File: config.mk
export PLATFORM = sky130hd
export DESIGN_NAME = npcm_dist_pipe
export DESIGN_NICKNAME = d
export VERILOG_FILES = /design/src/rtl/core/npcm_pkg.sv /design/src/rtl/core/npcm_dist_pipe.sv
export SDC_FILE = /design/constraint.sdc
export NUM_CORES = 1
export LEC_CHECK = 0
export BUFFER_PORTS_ARGS = -buffer_cell sky130_fd_sc_hd__buf_2
export CELL_PAD_IN_SITES_DETAIL_PLACEMENT = 1
export CELL_PAD_IN_SITES_GLOBAL_PLACEMENT = 2
export CORE_MARGIN = 8
export CORE_UTILIZATION = 35
export CTS_BUF_LIST = sky130_fd_sc_hd__clkbuf_16
export CTS_CLUSTER_DIAMETER = 40
export DETAILED_ROUTE_END_ITERATION = 10
export GPL_ROUTABILITY_DRIVEN = 0
export PLACE_DENSITY = 0.71
export SLEW_MARGIN = 20
export SYNTH_ARGS = -nofsm -noshare
export SYNTH_HDL_FRONTEND = slang
export SYNTH_SLANG_ARGS = --single-unit
File: constraint.sdc
create_clock -name clk -period 6.8 [get_ports clk]
set_input_delay 1.36 -clock clk [delete_from_list [all_inputs] [get_ports clk]]
set_output_delay 1.36 -clock clk [all_outputs]
set_load 0.02 [all_outputs]
File: src/rtl/core/npcm_pkg.sv
// npcm_pkg: request/result payload types, command codes and datapath widths
// for the nearest palette color mapper. no dependencies.
package npcm_pkg;

  localparam logic [1:0] CMD_CLEAR  = 2'd0;
  localparam logic [1:0] CMD_APPEND = 2'd1;
  localparam logic [1:0] CMD_MAP    = 2'd2;

  localparam int unsigned COLOR_W = 24;
  localparam int unsigned INDEX_W = 8;
  localparam int unsigned SUM_W   = 18;  // three squared 8-bit differences
  localparam int unsigned ROOT_W  = 9;   // floor sqrt of SUM_W bits, one stage per bit
  localparam int unsigned TRIAL_W = 20;

  typedef struct packed {
    logic [1:0] command;
    logic [7:0] in_red;
    logic [7:0] in_green;
    logic [7:0] in_blue;
  } npcm_req_t;

  typedef struct packed {
    logic [7:0] out_red;
    logic [7:0] out_green;
    logic [7:0] out_blue;
    logic [7:0] match_index;
    logic [8:0] match_distance;
    logic       palette_empty;
  } npcm_rsp_t;

  // travels alongside each palette entry through the datapath
  typedef struct packed {
    logic               valid;
    logic               last;
    logic [INDEX_W-1:0] index;
  } npcm_tag_t;

endpackage

File: src/rtl/core/npcm_dist_pipe.sv
// npcm_dist_pipe: squared rgb distance followed by a floor square root,
// one bit per stage, one entry per cycle. depends on npcm_pkg.
module npcm_dist_pipe import npcm_pkg::*; (
  input  logic               clk,
  input  logic               rst_n,
  input  logic [7:0]         pix_red,
  input  logic [7:0]         pix_green,
  input  logic [7:0]         pix_blue,
  input  npcm_tag_t          in_tag,
  input  logic [COLOR_W-1:0] in_color,
  output npcm_tag_t          res_tag,
  output logic [COLOR_W-1:0] res_color,
  output logic [ROOT_W-1:0]  res_dist
);

  logic [7:0]         dr, dg, db;
  logic [15:0]        sq_r_r, sq_g_r, sq_b_r;
  npcm_tag_t          sq_tag_r;
  logic [COLOR_W-1:0] sq_color_r;

  logic [SUM_W-1:0]   rem_r   [ROOT_W+1];
  logic [ROOT_W-1:0]  root_r  [ROOT_W+1];
  npcm_tag_t          tag_r   [ROOT_W+1];
  logic [COLOR_W-1:0] color_r [ROOT_W+1];

  assign dr = (pix_red   > in_color[23:16]) ? pix_red   - in_color[23:16]
                                             : in_color[23:16] - pix_red;
  assign dg = (pix_green > in_color[15:8])  ? pix_green - in_color[15:8]
                                             : in_color[15:8] - pix_green;
  assign db = (pix_blue  > in_color[7:0])   ? pix_blue  - in_color[7:0]
                                             : in_color[7:0] - pix_blue;

  always_ff @(posedge clk) begin
    sq_r_r     <= 16'(dr) * 16'(dr);
    sq_g_r     <= 16'(dg) * 16'(dg);
    sq_b_r     <= 16'(db) * 16'(db);
    sq_color_r <= in_color;
    rem_r[0]   <= SUM_W'(sq_r_r) + SUM_W'(sq_g_r) + SUM_W'(sq_b_r);
    root_r[0]  <= '0;
    color_r[0] <= sq_color_r;
  end

  always_ff @(posedge clk) begin
    if (!rst_n) begin
      sq_tag_r <= '0;
      tag_r[0] <= '0;
    end else begin
      sq_tag_r <= in_tag;
      tag_r[0] <= sq_tag_r;
    end
  end

  // stage s decides root bit ROOT_W-1-s
  for (genvar s = 0; s < ROOT_W; s++) begin : g_sqrt
    localparam int unsigned K = ROOT_W - 1 - s;
    logic [TRIAL_W-1:0] trial;
    logic               take;

    assign trial = (TRIAL_W'(root_r[s]) << (K + 1)) + (TRIAL_W'(1) << (2 * K));
    assign take  = TRIAL_W'(rem_r[s]) >= trial;

    always_ff @(posedge clk) begin
      rem_r[s+1]   <= take ? SUM_W'(TRIAL_W'(rem_r[s]) - trial) : rem_r[s];
      root_r[s+1]  <= take ? (root_r[s] | (ROOT_W'(1) << K)) : root_r[s];
      color_r[s+1] <= color_r[s];
    end

    always_ff @(posedge clk) begin
      if (!rst_n) begin
        tag_r[s+1] <= '0;
      end else begin
        tag_r[s+1] <= tag_r[s];
      end
    end
  end

  assign res_tag   = tag_r[ROOT_W];
  assign res_color = color_r[ROOT_W];
  assign res_dist  = root_r[ROOT_W];

endmodule

==> flow_summary.yaml <==
clock_network:
  cts_max_level: 3
  path_clk_slew_ns: 0.06
  clockBufferDepth: 3
  holdBufCountCts: 0
  worstSkewPairLatency_ns: 0.63
  numCtsBuffers: 90
  clock-sinks: 626
  root_buffer: "clkbuf_16"
  cts_tree: "built"
yosys:
  synth_compound_area_frac: 0.0766
  yosysTopAreaCell: "dfxtp_1"
  syn-cell-area_um2: 24100
  synth_flop_cell: "dfxtp_1"
  synth.area.mux_share: 0.0173
  synth_top_family_by_area: "adder cells"
  ys_async_sr_fraction: 0
  synth.ff_latch_count: 626
  netlist_top_cells_area: "dfxtp_1 52%, ha_1 10%, fa_1 8.1%"
  synth.top_cell.area_share: 0.520
  synth-adder-area-share: 0.184
  synth-xor-area-share: 0.0481
  ys_seq_area_frac: 0.520
  yosys_warnings: 0
  syn_avg_cell_area_um2: 11.2
  syn_inst: 2145
  yosysUniqueCellTypes: 76
  synth-simple-area-share: 0.103
  synth_edf_count: 0
finish:
  area_growth_pct: 25.1
  drive_above_1_share: 0.201
  multi_input_comb_area_um2: 10500
  final_cell_area_um2: 30100
  fillers: 7383
  final_nets: 2843
  regArea_um2: 12500
  num_antenna_cells: 0
drt:
  wl_um: 45700
  drc: 0
  ant_nets: 0
  maxUsedRoutingLayer: "met4"
  viasPerCell: 4.43
  route.met3.wl_um: 1770
  wire_per_inst_um: 13.3
  wl_met2_um: 24000
  drt_iter0_markers: 418
  dr.pass1.iters: 5
  num_vias: 15300
  m1WireLength_um: 18400
floorplanning:
  core_area_um2: 68300
  initial_utilization: 0.353
  fp.dieW_um: 278
  die_y_um: 278
  pin_count: 103
  fp-row-count: 96
  dieArea_um2: 77500
worst_setup_path:
  critPathKind: "in2reg"
  startpoint: "pix_blue[0]"
  rr_startpoint: "root_r[5][4]"
  cp-start-kind: "input port"
  arrival_ns: 7.02
  required_ns: 7.33
  endpoint_kind: "flop"
  cp_max_fo: 6
timing:
  period_minus_slack_ns: 6.49
  rsz0062_at_grt: "true"
  maxSlewHeadroom: 0.520
  fin_crit_sh: 0.955
  finalSetupViolations: 0
  fin_setup_tns_ns: 0
  finClkSkew_ns: 0.0281
  hold_slack_ns: 0.303
  hold_viol_final: 0
  slew_viol_final: 0
  worst_pin_slew_ns: 0.720
  max_freq_mhz: 154
grt:
  grt_pass1_wl_um: 77500
  grt_remaining_overflow: 0
  grt_max_degree: 111
  grt_pass1_vias: 16700
  antenna_found_initial: 0
  grtUsageTotal: 0.118
placement:
  port_buffers: 102
  post-dp-hpwl_um: 35000
  place_area_um2: 26900
job:
  max-cap-violations: 0
worst_hold_path:
  hp-class: "reg2reg"
  hold_start: "color_r[6][8]"
status:
  status: "completed"
-- path summary, 6_finish.rpt --
path	to	slack (ns)	depth (start not counted)
setup / recovery	sq_b_r[13]	0.31	24
setup reg to reg	rem_r[6][11]	3.92	8
hold / removal	color_r[7][8]	0.30	0
hold reg to reg	color_r[7][8]	0.30	0
-- registers in the layout (all words and copies together), names as in the netlist --
register and flops:
color_r 240, rem_r 162, tag_r 100, root_r 45, sq_color_r 24, sq_b_r 15
sq_g_r 15, sq_r_r 15, sq_tag_r 10
-- worst max-delay path, cell delays in order --
cell and delay, ns:
buf_2 0.11, inv_1 0.05, ha_1 0.15, inv_1 0.06
fa_1 0.39, a21o_1 0.21, a221oi_4 0.34, a21oi_4 0.16
mux2i_1 0.26, xnor2_2 0.16, or2_2 0.33, fa_1 0.49
inv_1 0.08, fa_1 0.51, fa_1 0.55, inv_1 0.05
fa_1 0.53, inv_1 0.04, ha_1 0.29, or2_2 0.35
a21oi_2 0.17, o31ai_1 0.08, a21oi_1 0.16, xnor2_1 0.13
-- Yosys cell counts, types with 5 or more instances --
cell type    n
xnor2_1     69
or2_2       17
mux2i_1     19
a21o_1      36
nand3b_1    11
fa_1        97
buf_2        7
nor2_1     134
buf_4        5
dfxtp_1    626
o21bai_1     8
o31ai_1      8
nor2b_1     13
o21ai_0     51
ha_1       200
xor2_1      49
inv_1      266
nor3_1      34
nand4_1     10
nand2_1     59
nand2b_1    12
o21a_1      20
nor4_1      16
a31oi_1     10
nand3_1     18
clkbuf_1    23
a211oi_1    12
mux2_2      13
nor4b_1      5
and2_1     114
a21oi_1     94
nor2_2       5
or3_1        5
-- stage by stage --
step | worst slack, ns | instances | utilization
floorplan | -0.0534 | 2147 | -
global placement | -0.381 | 3275 | 0.394
finish | 0.308 | 3445 | 0.441
global route | -0.0216 | 3445 | 0.441
detailed placement | -0.498 | 3275 | 0.394
CTS | 0.128 | 3444 | 0.440
-- placed cells by master (no fill, tap or decap), types with 6 or more instances in the layout --
| master | instances |
|---|---|
| clkbuf_16 | 90 |
| a31oi_1 | 10 |
| o21ai_0 | 50 |
| nand3_1 | 18 |
| nand3b_1 | 11 |
| fa_1 | 97 |
| xnor2_1 | 68 |
| nor3_1 | 34 |
| a211oi_1 | 12 |
| clkinv_2 | 6 |
| a21o_1 | 36 |
| a21oi_1 | 91 |
| clkinv_1 | 10 |
| buf_4 | 185 |
| bufinv_16 | 8 |
| nand2b_1 | 12 |
| o31ai_1 | 7 |
| ha_1 | 199 |
| nand2_1 | 59 |
| nor2b_1 | 13 |
| o21a_1 | 20 |
| nor2_1 | 134 |
| inv_1 | 273 |
| inv_8 | 11 |
| buf_2 | 102 |
| and2_1 | 114 |
| mux2_2 | 13 |
| or2_2 | 17 |
| xor2_1 | 47 |
| nor4_1 | 16 |
| dfxtp_1 | 626 |
| mux2i_1 | 18 |
| o21bai_1 | 8 |
| inv_6 | 17 |
| clkinv_4 | 7 |
| nand4_1 | 10 |
-- metal layers --
| metal | global-route usage | vias up |
|---|---|---|
| li1 | - | 7674 |
| met3 | 0.0262 | 106 |
| met1 | 0.126 | 7275 |
| met5 | 0 | - |
| met4 | 0.0544 | 0 |
| met2 | 0.219 | 198 |
-- cells by family after synthesis --
logic type      after synthesis
flops                       626
simple gates                473
buf+inv                     306
fa+ha+maj                   297
compound gates              281
xor+xnor                    125
mux                          36
other cells                   1
-- timing repair --
action / 4_1_cts / 5_1_grt
endpoints found under the setup margin: 0 / 9
resized for setup: 0 / 12
setup buffers: 0 / 1
-- area by class of cell --
class,instances,area share
clock buffers,90,0.0747
clock inverters,79,0.0297
inverters,266,0.0331
multi-input cells,1215,0.347
flip-flops and latches,626,0.416
well taps,882,0.0366
repair buffers,287,0.0630
Power is left out: the tool's default activity adds up to more than one toggle a clock period on the data nets, which glitch-free logic cannot reach.
